<file path="src/pba_pkg.sv">
// ----------------------------------------------------------------------------
// Packed bitmap row aligner package
// Phase codes, parser state and result types shared by the modules.
// ----------------------------------------------------------------------------
package pba_pkg;

	typedef enum logic [1:0] {
		PH_COLS   = 2'd0,
		PH_ROWS   = 2'd1,
		PH_PIXELS = 2'd2
	} phase_t;

	typedef struct packed {
		phase_t     phase;
		logic [7:0] cols;
		logic [7:0] rows;
		logic [7:0] col;
		logic [7:0] row;
		logic [7:0] pend;
	} parse_st_t;

	typedef struct packed {
		logic [7:0] out_byte;
		logic       row_end;
		logic       bitmap_end;
		logic       empty_bitmap;
	} result_t;

	typedef struct packed {
		parse_st_t  st;
		logic [2:0] pos;
		logic       done;
		logic       emit;
		result_t    res;
	} step_t;

endpackage

</file>
<file path="src/packed_bitmap_row_aligner_core.sv">
// ----------------------------------------------------------------------------
// Packed bitmap row aligner core
// Repacks a packed monochrome bitmap stream so each row starts on a byte.
// ----------------------------------------------------------------------------
// A source word is registered in the input stage, and each result word it gives
// is registered in the output register.
// A count word is read at once; a pixel word is worked on run by run, where a
// run stops at the source byte end, a row byte boundary or a row end. The next
// word enters as the last run of the current one retires.
// Reset: arst_n clears the parser to "expect column count" and empties both
// the input stage and the output register.
module packed_bitmap_row_aligner_core import pba_pkg::*; (
	input  logic       clk,
	input  logic       arst_n,
	input  logic       in_valid,
	output logic       in_stall,
	input  logic [7:0] src_byte,
	output logic       out_valid,
	input  logic       out_stall,
	output logic [7:0] out_byte,
	output logic       row_end,
	output logic       bitmap_end,
	output logic       empty_bitmap
);

	// Input stage: the word being worked on and the next unread bit in it.
	logic       vld_s1;
	logic [7:0] byte_s1;
	logic [2:0] pos_s1;

	// Parser state carried from word to word.
	parse_st_t  st_q;

	step_t      nxt;
	logic       out_free;
	logic       advance;
	logic       in_take;
	result_t    out_res;

	// The step unit works out one run of bits per cycle. It only advances
	// when the output register can take whatever the run may produce, so a
	// run that emits nothing still waits on a full, stalled output.
	pba_step u_step (
		.byte_in (byte_s1),
		.pos     (pos_s1),
		.st      (st_q),
		.nxt     (nxt)
	);

	assign advance = vld_s1 && out_free;

	// A new word enters when the stage is empty or its last run retires now.
	assign in_stall = vld_s1 && !(advance && nxt.done);
	assign in_take  = in_valid && !in_stall;

	always_ff @(posedge clk or negedge arst_n) begin
		if (!arst_n) begin
			vld_s1 <= 1'b0;
			pos_s1 <= '0;
		end else if (in_take) begin
			vld_s1 <= 1'b1;
			pos_s1 <= '0;
		end else if (advance) begin
			vld_s1 <= !nxt.done;
			pos_s1 <= nxt.pos;
		end
	end

	always_ff @(posedge clk) begin
		if (in_take) begin
			byte_s1 <= src_byte;
		end
	end

	always_ff @(posedge clk or negedge arst_n) begin
		if (!arst_n) begin
			st_q <= '{phase: PH_COLS, cols: 8'd0, rows: 8'd0, col: 8'd0,
				row: 8'd0, pend: 8'd0};
		end else if (advance) begin
			st_q <= nxt.st;
		end
	end

	// The output register holds a finished word for the consumer; while it is
	// full and stalled the step unit waits and the input stage holds its word.
	pba_out_reg u_out (
		.clk       (clk),
		.arst_n    (arst_n),
		.load      (advance && nxt.emit),
		.res       (nxt.res),
		.out_stall (out_stall),
		.free      (out_free),
		.out_valid (out_valid),
		.out_res   (out_res)
	);

	assign out_byte     = out_res.out_byte;
	assign row_end      = out_res.row_end;
	assign bitmap_end   = out_res.bitmap_end;
	assign empty_bitmap = out_res.empty_bitmap;

endmodule

</file>
<file path="src/pba_step.sv">
// ----------------------------------------------------------------------------
// Packed bitmap row aligner step unit
// Moves one run of pixel bits from the source byte into the row byte, or reads a column or row count.
// ----------------------------------------------------------------------------
module pba_step import pba_pkg::*; (
	input  logic [7:0] byte_in,
	input  logic [2:0] pos,
	input  parse_st_t  st,
	output step_t      nxt
);

	logic [3:0] avail;
	logic [3:0] room;
	logic [7:0] rem;
	logic [3:0] take_ab;
	logic [3:0] take;
	logic       rdone;
	logic       full;
	logic       last;
	logic [7:0] shifted;
	logic [7:0] mask;
	logic [7:0] merged;
	logic [3:0] pos_sum;
	logic [8:0] row_p1;

	// A run ends at the source byte end, the row byte end or the row end.
	always_comb begin
		avail   = 4'd8 - {1'b0, pos};
		room    = 4'd8 - {1'b0, st.col[2:0]};
		rem     = st.cols - st.col;
		take_ab = (avail < room) ? avail : room;
		take    = ({4'b0, take_ab} > rem) ? rem[3:0] : take_ab;
		rdone   = ({4'b0, take} == rem);
		full    = (take == room);
		row_p1  = {1'b0, st.row} + 9'd1;
		last    = rdone && (row_p1 >= {1'b0, st.rows});
		shifted = byte_in << pos;
		mask    = 8'hFF << (4'd8 - take);
		merged  = st.pend | ((shifted & mask) >> st.col[2:0]);
		pos_sum = {1'b0, pos} + take;
	end

	always_comb begin
		nxt     = '0;
		nxt.st  = st;
		nxt.pos = pos;
		case (st.phase)
			PH_ROWS: begin
				nxt.st.rows = byte_in;
				nxt.st.col  = '0;
				nxt.st.row  = '0;
				nxt.st.pend = '0;
				nxt.done    = 1'b1;
				if (byte_in == 8'd0) begin
					nxt.st.phase = PH_COLS;
					nxt.emit     = 1'b1;
					nxt.res      = '{out_byte: 8'd0, row_end: 1'b0,
						bitmap_end: 1'b1, empty_bitmap: 1'b1};
				end else begin
					nxt.st.phase = PH_PIXELS;
				end
			end
			PH_PIXELS: begin
				nxt.emit = rdone || full;
				nxt.res  = '{out_byte: merged, row_end: rdone,
					bitmap_end: last, empty_bitmap: 1'b0};
				nxt.pos  = pos_sum[2:0];
				nxt.done = pos_sum[3] || last;
				nxt.st.pend = (rdone || full) ? 8'd0 : merged;
				if (last) begin
					nxt.st.phase = PH_COLS;
					nxt.st.col   = '0;
					nxt.st.row   = '0;
				end else if (rdone) begin
					nxt.st.col = '0;
					nxt.st.row = row_p1[7:0];
				end else begin
					nxt.st.col = st.col + {4'b0, take};
				end
			end
			default: begin
				// Column count; the unused phase code is read the same way.
				nxt.st.cols = byte_in;
				nxt.st.col  = '0;
				nxt.st.row  = '0;
				nxt.st.pend = '0;
				nxt.done    = 1'b1;
				if (byte_in == 8'd0) begin
					nxt.st.phase = PH_COLS;
					nxt.emit     = 1'b1;
					nxt.res      = '{out_byte: 8'd0, row_end: 1'b0,
						bitmap_end: 1'b1, empty_bitmap: 1'b1};
				end else begin
					nxt.st.phase = PH_ROWS;
				end
			end
		endcase
	end

endmodule

</file>
<file path="src/pba_out_reg.sv">
// ----------------------------------------------------------------------------
// Packed bitmap row aligner output register
// Holds one result word until the downstream side takes it.
// ----------------------------------------------------------------------------
module pba_out_reg import pba_pkg::*; (
	input  logic    clk,
	input  logic    arst_n,
	input  logic    load,
	input  result_t res,
	input  logic    out_stall,
	output logic    free,
	output logic    out_valid,
	output result_t out_res
);

	logic    vld_q;
	result_t res_q;

	assign free      = !vld_q || !out_stall;
	assign out_valid = vld_q;
	assign out_res   = res_q;

	always_ff @(posedge clk or negedge arst_n) begin
		if (!arst_n) begin
			vld_q <= 1'b0;
		end else if (free) begin
			vld_q <= load;
		end
	end

	always_ff @(posedge clk) begin
		if (free && load) begin
			res_q <= res;
		end
	end

endmodule

</file>
<file path="config.mk">
export PLATFORM = sky130hd
export DESIGN_NAME = packed_bitmap_row_aligner_core
export DESIGN_NICKNAME = d
export VERILOG_FILES = /design/src/pba_pkg.sv /design/src/packed_bitmap_row_aligner_core.sv /design/src/pba_step.sv /design/src/pba_out_reg.sv
export SDC_FILE = /design/constraint.sdc
export NUM_CORES = 1
export LEC_CHECK = 0
export ABC_CLOCK_PERIOD_IN_PS = 7300
export BUFFER_PORTS_ARGS = -buffer_cell sky130_fd_sc_hd__buf_4
export CORE_MARGIN = 10
export CORE_UTILIZATION = 49
export DETAILED_ROUTE_END_ITERATION = 8
export PLACE_DENSITY = 0.71
export SYNTH_ARGS = -nofsm -noshare
export SYNTH_HDL_FRONTEND = slang
export SYNTH_SLANG_ARGS = --single-unit
export TNS_END_PERCENT = 50
</file>
<file path="constraint.sdc">
create_clock -name clk -period 7.3 [get_ports clk]
set_clock_uncertainty 0.1 [all_clocks]
set_input_delay 0.73 -clock clk [delete_from_list [all_inputs] [get_ports clk]]
set_output_delay 0.73 -clock clk [all_outputs]
set_load 0.005 [all_outputs]
</file>
# Word-level counts from Yosys, hierarchy flattened
# Cells that the tools add are included.
word_totals:
  reg_bits: 66
  latch_bits: 0
  ram_bits: 0
  mem_bits_ro: 0
  in_bits: 12
  output_inout_bits: 13
  word_cells: 78
  n_memories: 0
op_classes:
  add_sub_neg: 7
  multipliers: 0
  n_div: 0
  n_lt_le_gt_ge: 3
  eq_ne: 6
  shift: 3
  mux: 18
  n_bitwise: 3
  reduce_logical: 24
ops:
  columns: ["operator", "n"]
  rows:
  - ["two-way mux 24 bit", 1]
  - ["two-way mux 8 bit", 3]
  - ["two-way mux 16 bit", 1]
  - ["two-way mux 13 bit", 1]
  - ["two-way mux 12 bit", 1]
  - ["AND reduction 2 bit", 5]
  - ["adder 8 x 1 -> 9 bit, second input constant", 1]
  - [">= comparator 9 x 8 -> 1 bit", 1]
  - ["two-way mux 3 bit", 3]
  - ["adder 8 x 4 -> 8 bit", 1]
  - ["bitwise AND 8 bit", 1]
  - ["== test 4 x 8 -> 1 bit", 1]
  - ["> comparator 4 x 8 -> 1 bit", 1]
  - ["zero test 8 bit", 1]
  - ["two-way mux 4 bit", 2]
  - ["OR 8 bit", 1]
  - ["left shift 8 x 3 -> 8 bit", 1]
  - ["left shift 8 x 4 -> 8 bit, first input constant", 1]
  - ["right shift 8 x 3 -> 8 bit", 1]
  - ["subtractor 4 x 3 -> 4 bit, first input constant", 2]
  - ["subtractor 8 bit", 1]
  - ["logical AND 1 bit", 7]
  - ["zero test 1 bit", 5]
  - ["adder 3 x 4 -> 4 bit", 1]
  - ["14 further kinds", 20]

# Depth between registers and ports, before layout
# Gate-level depths: netlist of the first run.
depth:
  ltp_word: 18
  mapped_depth: 28

# Modules after synthesis
# Synthesis of the first run repeated with hierarchy kept, for this count alone.
hier_totals:
  hier_cells: 541
  hier_area_um2: 5353.9
modules_own_cells:
  columns: ["mod", "instances", "cells_each", "area_per_inst_um2", "seq_area_each_um2"]
  rows:
  - ["pba_step", 1, 409, 2835.2, 0.0]
  - ["packed_bitmap_row_aligner_core", 1, 117, 2140.8, 1391.3]
  - ["pba_out_reg", 1, 15, 377.9, 355.3]

# Worst setup path before layout of the first run
# OpenSTA, ideal clock, no wires.
synth_path:
  path_kind: "register -> output"
  startpoint: "reg pos_s1[1]"
  endpoint: "out in_stall"
  arrival_ns: 5.117
  t_required_ns: 6.470
  path_slack_ns: 1.353
  path_stages_with_launch: 25
  cell_sequence: "dfrtp_1 buf_1 inv_1 ha_1 xnor2_1 ha_1 or2_1 a21oi_1 nor2_2 mux2_2 ha_1 nor2b_1 o211ai_1 o2bb2ai_1 or3_1 buf_6 nor3_1 nor2_1 ha_1 a21o_1 a21oi_1 inv_1 and3_1 a211oi_1 o21a_1"
synth_via:
  elab_chain_cells: 12
  elab_cells_between_ends: 13
synth_lines:
  columns: ["element", "line", "source"]
  rows:
  - ["from (decl)", "packed_bitmap_row_aligner_core.sv:29", "logic [2:0] pos_s1;"]
  - ["from (signal assigned)", "packed_bitmap_row_aligner_core.sv:65", "pos_s1 <= nxt.pos;"]
  - ["branches (longest 7 deep; another with > comparator 4 x 8 -> 1 bit)", null, null]
  - ["logical OR 1 bit *", "pba_step.sv:68", "nxt.done = pos_sum[3] || last;"]
  - ["two-way mux 13 bit *", null, null]
  - ["logical AND 1 bit *", "packed_bitmap_row_aligner_core.sv:53", "assign in_stall = vld_s1 && !(advance && nxt.done);"]
  - ["zero test 1 bit *", "packed_bitmap_row_aligner_core.sv:53", null]
  - ["logical AND 1 bit *", "packed_bitmap_row_aligner_core.sv:53", null]
  - ["to (decl)", "packed_bitmap_row_aligner_core.sv:16", "output logic in_stall,"]
# Mark *: on every way between the ends.

# Worst setup path in the final report of the first run
layout_path:
  startpoint: "reg st_q[16] in the netlist's numbering"
  endpoint: "out in_stall"
layout_via:
  elab_chain_cells: 12
  elab_cells_between_ends: 14
layout_lines:
  columns: ["element", "line", "source"]
  rows:
  - ["from (decl)", "packed_bitmap_row_aligner_core.sv:32", "parse_st_t st_q;"]
  - ["from (signal assigned)", "packed_bitmap_row_aligner_core.sv:77", "st_q <= '{phase: PH_COLS, cols: 8'd0, rows: 8'd0, col: 8'd0,"]
  - ["from (signal assigned)", "packed_bitmap_row_aligner_core.sv:80", "st_q <= nxt.st;"]
  - ["branches (longest 7 deep; another with > comparator 4 x 8 -> 1 bit)", null, null]
  - ["logical OR 1 bit *", "pba_step.sv:68", null]
  - ["two-way mux 13 bit *", null, null]
  - ["logical AND 1 bit *", "packed_bitmap_row_aligner_core.sv:53", null]
  - ["zero test 1 bit *", "packed_bitmap_row_aligner_core.sv:53", null]
  - ["logical AND 1 bit *", "packed_bitmap_row_aligner_core.sv:53", null]
# Marked as above.

==> metrics.json, run 1 <==
{
  "timing": {
    "relSlewSlack_pct": 39.2,
    "rsz0062_at_grt": "no",
    "final_period_minus_worst_setup_slack_ps": 6840,
    "worst_hold_slack_after_final_layout_ps": 288,
    "report.final.setup_viol": 0,
    "fin_tns_setup_ps": 0,
    "fmaxAchievable_mhz": 146,
    "final.period_utilization_pct": 93.7,
    "fin_ws_ps": 462,
    "final_hold_viol_count": 0,
    "slew_violations": 0,
    "timing_worst_slew_pin_value_ps": 886
  },
  "cts": {
    "cts_setup_buffers": 0,
    "clk_root_buffer_cell": "sky130_fd_sc_hd__clkbuf_8",
    "cts.htree.levels": 3,
    "clkSlewWorstSetupHoldPaths_ps": 80,
    "worst_skew_pair.late_latency_ps": 350,
    "tritoncts.num_buffers": 9,
    "clockBufferDepth": 2,
    "cts_num_sinks": 66,
    "cts_tree": "yes"
  },
  "synthesis": {
    "synth.largest_area_cell": "sky130_fd_sc_hd__dfrtp_1",
    "netlist_instances": 517,
    "post_synth_main_area_contributors": "sky130_fd_sc_hd__dfrtp_1, sky130_fd_sc_hd__edfxtp_1, sky130_fd_sc_hd__ha_1, sky130_fd_sc_hd__mux2_2, sky130_fd_sc_hd__a21oi_1",
    "synth_sequential_area_ratio_pct": 35.6,
    "synth-adder-area-share_pct": 10.9,
    "synth-xor-area-share_pct": 4.44,
    "synth_edf_count": 19,
    "synthMuxAreaShare_pct": 7.09,
    "synth_top_family_by_area": "compound AO/OA/AOI/OAI gates",
    "yosys.area_share.simple_pct": 15.6,
    "ys_types": 81,
    "synthesis.area_mm2": 0.00491,
    "synth-compound-area-share_pct": 20.6,
    "synth_top_cell_area_share_pct": 24.0,
    "synth_seq_cells": 66,
    "syn-mean-instance-area_um2": 9.49,
    "synthesis.nets": 570,
    "async_reset_ff_share_pct": 71.2,
    "synth_top_flop_cell": "sky130_fd_sc_hd__dfrtp_1",
    "synth_warnings": 0
  },
  "cells_and_area": {
    "finalInstanceArea_mm2": 0.00543,
    "final_cell_mix": "sky130_fd_sc_hd__dfrtp_1, sky130_fd_sc_hd__inv_1, sky130_fd_sc_hd__ha_1",
    "syn_to_final_growth_pct": 10.6,
    "antenna_cells_inserted": 0,
    "final_nets": 591,
    "leading_cell_type_in_the_layout_fill_and_taps_excluded": "sky130_fd_sc_hd__dfrtp_1",
    "layout-drive-gt1-share_pct": 17.5,
    "num-fill-cells": 879
  },
  "critical_path": {
    "critical_path_fanouts_max": 21,
    "startpoint_type": "register",
    "timing.critical_path.buf_inv": 5,
    "timing.critical_path.max_delay_family": "simple AND/OR/NAND/NOR gates",
    "crit_slowest_cell": "sky130_fd_sc_hd__or3_1",
    "cp_endpoint_kind": "output pin",
    "data_required_time_at_the_worst_endpoint_ps": 6470,
    "crit_path_frequent_cell": "sky130_fd_sc_hd__ha_1",
    "crit_path_max_incr_delay_ps": 460,
    "criticalPathCategory": "register to output pin",
    "arrival_ps": 6010
  },
  "floorplan": {
    "fp.dieH_um": 120,
    "pin_count": 25,
    "coreArea_mm2": 0.00977,
    "die-area_mm2": 0.0144,
    "fp.dieW_um": 120,
    "effective_utilization_at_floorplan_pct": 50.2,
    "placement_rows": 36
  },
  "grt": {
    "via_count_of_the_first_global_routing_pass": 3985,
    "global_route.usage.total_pct": 16.4,
    "grt_antenna_before_repair": 0,
    "grt_max_degree": 48,
    "overflow": 0,
    "grt_pass1_wl_um": 19500
  },
  "route": {
    "vias": 4051,
    "routedWlPerCell_um": 17.4,
    "remaining_drc_errors": 0,
    "drt_wl_total_um": 11800,
    "drt_iter0_drc": 287,
    "detailedRoute.firstPassIterationCount": 5,
    "antenna_violating_nets_post_route": 0,
    "via_per_inst": 5.99
  },
  "outcome": {
    "status": "complete, no violations"
  },
  "pwr": {
    "switching_share_pct": 47.8,
    "p_int_mw": 1.32,
    "power_density_mw_per_mm2": 465,
    "cellLeakagePower_nw": 2.35,
    "power.net_switching_mw": 1.20,
    "overall_power_mw": 2.52,
    "vdd.ir_drop.worst_v": 0.000179,
    "combinationalPowerShare_pct": 62.8,
    "clock_power_share_pct": 14.4,
    "seqPwrFrac_pct": 22.8
  },
  "placed_design": {
    "place.detailed.hpwl_um": 9040,
    "place.port_buffers": 24,
    "dp_worst_setup_slack_ps": 584,
    "global_placement_routability_congestion": 1.01,
    "dpl_cell_area_mm2": 0.00517
  },
  "run": {
    "number_of_max_cap_violations": 0
  },
  "worst_hold_path": {
    "min_path_type": "input pin to asynchronous set/reset pin"
  }
}
-- layout make-up --
cell class	count	area, um2	share of cell area, %
multi-input cells	388	2890	53.3
flip-flops and latches	66	1750	32.2
repair buffers	30	225	4.15
well taps	133	166	3.07
inverters	43	161	2.97
clock buffers	9	124	2.28
clock inverters	7	108	1.98
-- routing by layer --
layer	global-route usage [%]	part of all wire (%)
met3	3.33	5.1
met2	29.2	51
met1	19.3	42
met4	4.83	2.0
met5	0	0
-- cell families (layout without fill, tap and decap cells) --
logic type	count (synthesis)	in the layout
flops	66	66
compound gates	139	139
simple gates	152	152
fa+ha+maj	41	41
buf+inv	63	89
mux	32	32
xor+xnor	24	24
-- cells in the mapped netlist (9+ instances only) --
cell type	n
sky130_fd_sc_hd__a21oi_1	32
sky130_fd_sc_hd__dfrtp_1	47
sky130_fd_sc_hd__edfxtp_1	19
sky130_fd_sc_hd__ha_1	38
sky130_fd_sc_hd__inv_1	41
sky130_fd_sc_hd__mux2_2	19
sky130_fd_sc_hd__mux2i_1	12
sky130_fd_sc_hd__nand2_1	37
sky130_fd_sc_hd__nand2b_1	9
sky130_fd_sc_hd__nand3_1	14
sky130_fd_sc_hd__nor2_1	34
sky130_fd_sc_hd__nor3_1	20
sky130_fd_sc_hd__o21ai_0	19
sky130_fd_sc_hd__xnor2_1	14
sky130_fd_sc_hd__xor2_1	9
-- worst paths after layout --
path,from,to,slack (ps),cells past startpoint
min reg2reg,st_q[6],st_q[6],400,2
min in group clk,st_q[6],st_q[6],400,2
max in group asynchronous,arst_n,pos_s1[1],6360,1
min,arst_n,st_q[5],290,1
max,st_q[16],in_stall,460,25
max reg2reg,st_q[16],u_out.out_res[5],740,26
-- through the flow --
step                instances  util, %
floorplan                 517        -
global placement          660     52.9
detailed placement        660     52.9
CTS                       676     55.3
global route              676     55.5
finish                    676     55.5
-- registers in the layout, summed over array words and instances (netlist names) --
signal and flops:
u_out.out_res 11, vld_s1 1, u_out.out_valid 1, pos_s1 3, st_q 42, byte_s1 8
-- power groups by stage --
stage | sequential [mW] | clock, mW | combinational [mW]
finish | 0.574 | 0.363 | 1.58
global route | 0.586 | 0.385 | 1.74
detailed placement | 0.581 | 0 | 1.55
CTS | 0.574 | 0.371 | 1.56
global placement | 0.575 | 0 | 1.51
floorplan | 0.554 | 0 | 1.21
-- timing repair --
| item | 4_1_cts | 5_1_grt |
|---|---|---|
| hold buffers | 0 | 0 |
| setup endpoints to repair | 0 | 1 |
| resized for setup | 0 | 5 |
Note: power is estimated with default switching activity, not from simulation.
==> run 2: changes to the inputs <==
ABC_AREA = 1   (was default)
SLEW_MARGIN = 20   (was default)
==> metrics.json, run 2 <==
{
  "grt": {
    "globalRoute.busiestLayer": "met2",
    "globalRouteMet2Util_pct": 24.8,
    "grt_antenna_before_repair": 0,
    "grt_pass1_wl_um": 18700,
    "gr-usage-met1_pct": 20.9,
    "global_route.usage.total_pct": 15.7,
    "via_count_of_the_first_global_routing_pass": 3877,
    "overflow": 0,
    "grt.met3_usage_pct": 2.86,
    "grt_max_degree": 48
  },
  "synthesis": {
    "netlist_instances": 586,
    "synth.largest_area_cell": "sky130_fd_sc_hd__dfrtp_1",
    "yosys-top-cells-count": "sky130_fd_sc_hd__nand2_1, sky130_fd_sc_hd__inv_1, sky130_fd_sc_hd__nand3_1",
    "async_reset_ff_share_pct": 71.2,
    "synth_top_cell_area_share_pct": 24.7,
    "synth_most_common_cell": "sky130_fd_sc_hd__nand2_1",
    "synth_edf_count": 19,
    "synth_sequential_area_ratio_pct": 36.7,
    "syn-mean-instance-area_um2": 8.13,
    "post_synth_main_area_contributors": "sky130_fd_sc_hd__dfrtp_1, sky130_fd_sc_hd__edfxtp_1, sky130_fd_sc_hd__ha_1, sky130_fd_sc_hd__nand2_1, sky130_fd_sc_hd__inv_1",
    "synth_seq_cells": 66,
    "synth_warnings": 0,
    "synthesis.nets": 639,
    "synth_top_flop_cell": "sky130_fd_sc_hd__dfrtp_1",
    "synthesis.area_mm2": 0.00476,
    "ys_types": 52
  },
  "route": {
    "remaining_drc_errors": 0,
    "vias": 3991,
    "via_per_inst": 5.39,
    "routedWlPerCell_um": 14.6,
    "drt_wl_total_um": 10800,
    "drt_iter0_drc": 371,
    "antenna_violating_nets_post_route": 0,
    "detailedRoute.firstPassIterationCount": 5
  },
  "cts": {
    "cts_setup_buffers": 0,
    "clk_root_buffer_cell": "sky130_fd_sc_hd__clkbuf_8",
    "cts_num_sinks": 66,
    "cts_tree": "yes",
    "cts-hold-fix-buffers": 0,
    "clkSlewWorstSetupHoldPaths_ps": 80,
    "clockBufferDepth": 2,
    "worst_skew_pair.late_latency_ps": 350,
    "cts.repair.resized": 0,
    "tritoncts.num_buffers": 9,
    "cts.htree.levels": 3
  },
  "timing": {
    "fmaxAchievable_mhz": 166,
    "fin_tns_setup_ps": 0,
    "timing_worst_slew_pin_value_ps": 824,
    "final_period_minus_worst_setup_slack_ps": 6030,
    "worst_hold_slack_after_final_layout_ps": 291,
    "report.final.setup_viol": 0,
    "final_hold_viol_count": 0,
    "relSlewSlack_pct": 44.9,
    "slew_violations": 0,
    "final.period_utilization_pct": 82.6,
    "rsz0062_at_grt": "no"
  },
  "cells_and_area": {
    "final_nets": 660,
    "largest_register_ff_count": 42,
    "leading_cell_type_in_the_layout_fill_and_taps_excluded": "sky130_fd_sc_hd__nand2_1",
    "layout-drive-gt1-share_pct": 13.4,
    "max_flop_register": "st_q",
    "syn_to_final_growth_pct": 10.2,
    "antenna_cells_inserted": 0,
    "num-fill-cells": 885,
    "final_cell_mix": "sky130_fd_sc_hd__nand2_1, sky130_fd_sc_hd__inv_1, sky130_fd_sc_hd__nand3_1",
    "finalInstanceArea_mm2": 0.00525
  },
  "floorplan": {
    "pin_count": 25,
    "effective_utilization_at_floorplan_pct": 50.8,
    "fp.dieW_um": 119,
    "placement_rows": 35,
    "fp.dieH_um": 119,
    "coreArea_mm2": 0.00937,
    "die-area_mm2": 0.0141
  },
  "critical_path": {
    "critical_path_fanouts_max": 12,
    "criticalPathCategory": "register to output pin",
    "r2r_setup_slack_ps": 1680,
    "launching_point_of_the_worst_reg2reg_path": "st_q[17]",
    "cp_endpoint_kind": "output pin",
    "data_required_time_at_the_worst_endpoint_ps": 6470,
    "crit_slowest_cell": "sky130_fd_sc_hd__dfrtp_1",
    "crit_path_max_incr_delay_ps": 520,
    "crit_path_frequent_cell": "sky130_fd_sc_hd__nand2_1",
    "startpoint_type": "register",
    "worst-r2r-cell-count": 24,
    "arrival_ps": 5200,
    "crit_end": "in_stall",
    "worstSetupStartpoint": "st_q[17]",
    "critical_path.reg2reg.endpoint": "u_out.out_res[7]"
  },
  "run": {
    "number_of_max_cap_violations": 0
  },
  "placed_design": {
    "place.detailed.hpwl_um": 8410,
    "place.port_buffers": 24,
    "dpl_cell_area_mm2": 0.00503,
    "global_placement_routability_congestion": 0.898
  },
  "outcome": {
    "status": "complete, no violations"
  },
  "worst_hold_path": {
    "min_path_type": "input pin to asynchronous set/reset pin"
  }
}
[run 2: cell types whose count changed in the layout (fill, tap and decap cells not counted), moves of 13 or more]
cell	change
sky130_fd_sc_hd__nand2_1	+85
sky130_fd_sc_hd__nand3_1	+36
sky130_fd_sc_hd__o21ai_0	+15
sky130_fd_sc_hd__mux2_2	-19
sky130_fd_sc_hd__nand2_2	+15
sky130_fd_sc_hd__nand4_1	+14
sky130_fd_sc_hd__a21oi_1	-13
sky130_fd_sc_hd__inv_1	+44
[run 2: worst min-delay path by stage]
stage             from         to  slack (ps)  cells past startpoint
5_1_grt         arst_n   st_q[27]         330                      1
3_3_place_gp   st_q[2]    st_q[2]         370                      2
6_report        arst_n   st_q[27]         290                      1
3_5_place_dp   st_q[2]    st_q[2]         370                      2
2_1_floorplan   arst_n  pos_s1[0]         330                      0
4_1_cts         arst_n   st_q[33]         310                      1
[run 2: routing by layer]
| metal | routed length, um | vias up |
|---|---|---|
| met5 | 0 | - |
| met4 | 220 | 0 |
| met3 | 635 | 19 |
| met2 | 4990 | 112 |
| met1 | 4960 | 1875 |
| li1 | - | 1985 |
[run 2: worst max-delay path, delay by kind of cell (launching register included)]
kind,cells,cell delay [ps]
DFF,1,520
xor gates and xnor gates,1,130
buffers and inverters,7,940
AOI/OAI and AO/OA,5,820
and+or+nand+nor,12,1140
adders and majority gates,4,1250
[run 2: kinds of logic after synthesis]
kind of cell               share of synthesized area [%]
adders and majority gates                           11.2
AOI/OAI and AO/OA                                   11.6
DFF                                                 36.7
muxes                                              0.210
xor gates and xnor gates                            3.49
and+or+nand+nor                                     27.9
buffers and inverters                               8.91
[run 2: metrics by stage]
stage                     cells  worst slack [ps]  utilization, %
after floorplan             586              2230               -
after global placement      725              1820            53.7
after detailed placement    725              1700            53.7
after CTS                   741              1290            56.0
after global routing        741               766            56.0
final                       741              1270            56.0
[run 2: final cells by class]
class | count | area [um2] | area share, %
Clock buffer | 10 | 128 | 2.43
Clock inverter | 6 | 91.3 | 1.74
Inverter | 93 | 349 | 6.65
Multi-Input combinational cell | 413 | 2590 | 49.4
Sequential cell | 66 | 1750 | 33.3
Tap cell | 129 | 161 | 3.08
Timing Repair Buffer | 24 | 180 | 3.43
Power of run 2 is left out: the tool's default activity adds up to more than one toggle a clock period on the data nets, which glitch-free logic cannot reach.
==> run 3: changes to the inputs <==
ABC_AREA = 0   (was 1)
ABC_CLOCK_PERIOD_IN_PS = 5500   (was 7300)
PLACE_DENSITY = 0.74   (was 0.71)
clock period = 5.5 ns   (was 7.3 ns; I/O delays follow)
==> metrics.json, run 3 (synthesis gave the netlist of run 1 again) <==
{
  "grt": {
    "via_count_of_the_first_global_routing_pass": 4508,
    "global_route.usage.total_pct": 18.6,
    "grt_antenna_before_repair": 0,
    "overflow": 0,
    "grt_pass1_wl_um": 21900,
    "grt_max_degree": 48
  },
  "cts": {
    "clockBufferDepth": 2,
    "cts.htree.levels": 3,
    "worst_skew_pair.late_latency_ps": 360,
    "tritoncts.num_buffers": 9,
    "clkSlewWorstSetupHoldPaths_ps": 80,
    "clk_root_buffer_cell": "sky130_fd_sc_hd__clkbuf_8",
    "cts_num_sinks": 66,
    "cts_tree": "yes",
    "cts-hold-fix-buffers": 0
  },
  "timing": {
    "fmaxAchievable_mhz": 180,
    "slew_violations": 0,
    "worst_hold_slack_after_final_layout_ps": 95.0,
    "fin_ws_ps": -63.4,
    "final.period_utilization_pct": 101,
    "rsz0062_at_grt": "yes",
    "timing_worst_slew_pin_value_ps": 1090,
    "report.final.setup_viol": 1,
    "final_period_minus_worst_setup_slack_ps": 5560,
    "final_hold_viol_count": 0,
    "relSlewSlack_pct": 25.4
  },
  "critical_path": {
    "arrival_ps": 4910,
    "data_required_time_at_the_worst_endpoint_ps": 4850,
    "crit_path_frequent_cell": "sky130_fd_sc_hd__ha_4",
    "crit_slowest_cell": "sky130_fd_sc_hd__dfrtp_1",
    "startpoint_type": "register",
    "crit_path_max_incr_delay_ps": 400,
    "criticalPathCategory": "register to output pin",
    "timing.critical_path.buf_inv": 4,
    "critical_path_fanouts_max": 4,
    "timing.critical_path.max_delay_family": "compound AO/OA/AOI/OAI gates",
    "cp_endpoint_kind": "output pin"
  },
  "run": {
    "number_of_max_cap_violations": 0
  },
  "floorplan": {
    "coreArea_mm2": 0.00977,
    "placement_rows": 36,
    "fp.dieW_um": 120,
    "pin_count": 25,
    "die-area_mm2": 0.0144,
    "effective_utilization_at_floorplan_pct": 50.2,
    "fp.dieH_um": 120
  },
  "pwr": {
    "vdd.ir_drop.worst_v": 0.000279,
    "power_density_mw_per_mm2": 635,
    "cellLeakagePower_nw": 2.77
  },
  "cells_and_area": {
    "syn_to_final_growth_pct": 30.2,
    "largest_register_ff_count": 42,
    "layout.cells.non_filler": 750,
    "antenna_cells_inserted": 0,
    "leading_cell_type_in_the_layout_fill_and_taps_excluded": "sky130_fd_sc_hd__buf_4",
    "num-fill-cells": 736,
    "max_flop_register": "st_q",
    "final_nets": 665,
    "final_core_utilization_pct": 65.4,
    "final_cell_mix": "sky130_fd_sc_hd__buf_4, sky130_fd_sc_hd__dfrtp_1, sky130_fd_sc_hd__inv_1",
    "layout-drive-gt1-share_pct": 35.7
  },
  "placed_design": {
    "dp_cells": 678,
    "dp_worst_setup_slack_ps": -181,
    "global_placement_routability_congestion": 1.02,
    "place.port_buffers": 24,
    "place.detailed.hpwl_um": 9330
  },
  "route": {
    "antenna_violating_nets_post_route": 0,
    "routedWlPerCell_um": 18.7,
    "via_per_inst": 6.05,
    "drt_wl_total_um": 14000,
    "drt_iter0_drc": 394,
    "vias": 4540,
    "detailedRoute.firstPassIterationCount": 5,
    "remaining_drc_errors": 0
  },
  "outcome": {
    "violations": "negative setup slack",
    "status": "finished with violations"
  },
  "worst_hold_path": {
    "min_path_type": "input pin to asynchronous set/reset pin"
  }
}
## run 3: cell types whose count changed in the layout (fill, tap and decap cells not counted), moves of 11 or more
| cell | delta |
|---|---|
| sky130_fd_sc_hd__nand2_1 | -88 |
| sky130_fd_sc_hd__buf_4 | +76 |
| sky130_fd_sc_hd__inv_1 | -49 |
| sky130_fd_sc_hd__nand3_1 | -37 |
| sky130_fd_sc_hd__mux2_2 | +18 |
| sky130_fd_sc_hd__o21ai_0 | -17 |
| sky130_fd_sc_hd__nand4_1 | -14 |
| sky130_fd_sc_hd__nand2_2 | -12 |
| sky130_fd_sc_hd__mux2i_1 | +11 |
## run 3: final timing paths
path	to	startpoint	slack (ps)	cells after the start
setup / recovery	in_stall	pos_s1[1]	-60	25
hold / removal	st_q[17]	arst_n	100	1
setup reg to reg	u_out.out_res[8]	pos_s1[1]	140	26
hold reg to reg	st_q[7]	st_q[7]	410	2
max in group asynchronous	st_q[18]	arst_n	4710	1
min in group clk	byte_s1[3]	src_byte[3]	260	1
## run 3: worst reg2reg max path, stage by stage, from the launching register on
cell,delay (ps)
sky130_fd_sc_hd__dfrtp_1,400
sky130_fd_sc_hd__inv_1,90
sky130_fd_sc_hd__ha_2,220
sky130_fd_sc_hd__xnor2_4,140
sky130_fd_sc_hd__ha_4,220
sky130_fd_sc_hd__or2_4,240
sky130_fd_sc_hd__a21oi_4,190
sky130_fd_sc_hd__nor2_4,50
sky130_fd_sc_hd__mux2_4,320
sky130_fd_sc_hd__ha_4,270
sky130_fd_sc_hd__nor2b_4,130
sky130_fd_sc_hd__o211ai_1,100
sky130_fd_sc_hd__o2bb2ai_2,180
sky130_fd_sc_hd__or3_4,420
sky130_fd_sc_hd__buf_6,140
sky130_fd_sc_hd__nor3_4,140
sky130_fd_sc_hd__buf_4,140
sky130_fd_sc_hd__buf_4,90
sky130_fd_sc_hd__buf_4,90
sky130_fd_sc_hd__buf_4,90
sky130_fd_sc_hd__buf_4,90
sky130_fd_sc_hd__buf_4,90
sky130_fd_sc_hd__nor3_1,40
sky130_fd_sc_hd__or4b_1,490
sky130_fd_sc_hd__o22ai_2,210
sky130_fd_sc_hd__a21boi_4,250
sky130_fd_sc_hd__buf_12,150
## run 3: where the power goes
| part | total, mW | switching, mW | internal (mW) |
|---|---|---|---|
| logic | 2.83 | 1.58 | 1.25 |
| registers | 0.759 | 0.100 | 0.658 |
| clock network | 0.468 | 0.210 | 0.258 |
## run 3: repair_timing
action,4_1_cts,5_1_grt
pin swaps,22,31
resized for setup,32,46
buffers inserted,45,14
endpoints found under the setup margin,25,29
## run 3: final cells by class
| type | count | area [um2] | share of cell area, % |
|---|---|---|---|
| clock buffer | 9 | 124 | 1.94 |
| sequential | 66 | 1750 | 27.4 |
| timing repair buffer | 104 | 805 | 12.6 |
| multi-input combinational | 388 | 3280 | 51.4 |
| tap | 133 | 166 | 2.60 |
| clock inverter | 7 | 101 | 1.59 |
| inverter | 43 | 164 | 2.57 |
## run 3: metal layers
metal / track usage [%] / up-vias / part of all wire (%)
li1: - / 2090 / -
met1: 21.5 / 2222 / 40
met2: 31.8 / 184 / 50
met3: 4.36 / 44 / 6.1
met4: 8.45 / 0 / 3.5
met5: 0 / - / 0
## run 3: stage by stage
stage / cell area [um2] / total power, mW / TNS (ps)
after floorplan: 4930 / 2.35 / -174
after global placement: 5330 / 2.83 / 0
after detailed placement: 5330 / 2.89 / -2400
after CTS: 6070 / 3.72 / -97.5
after global routing: 6390 / 4.32 / -1460
final: 6390 / 4.06 / -63.4
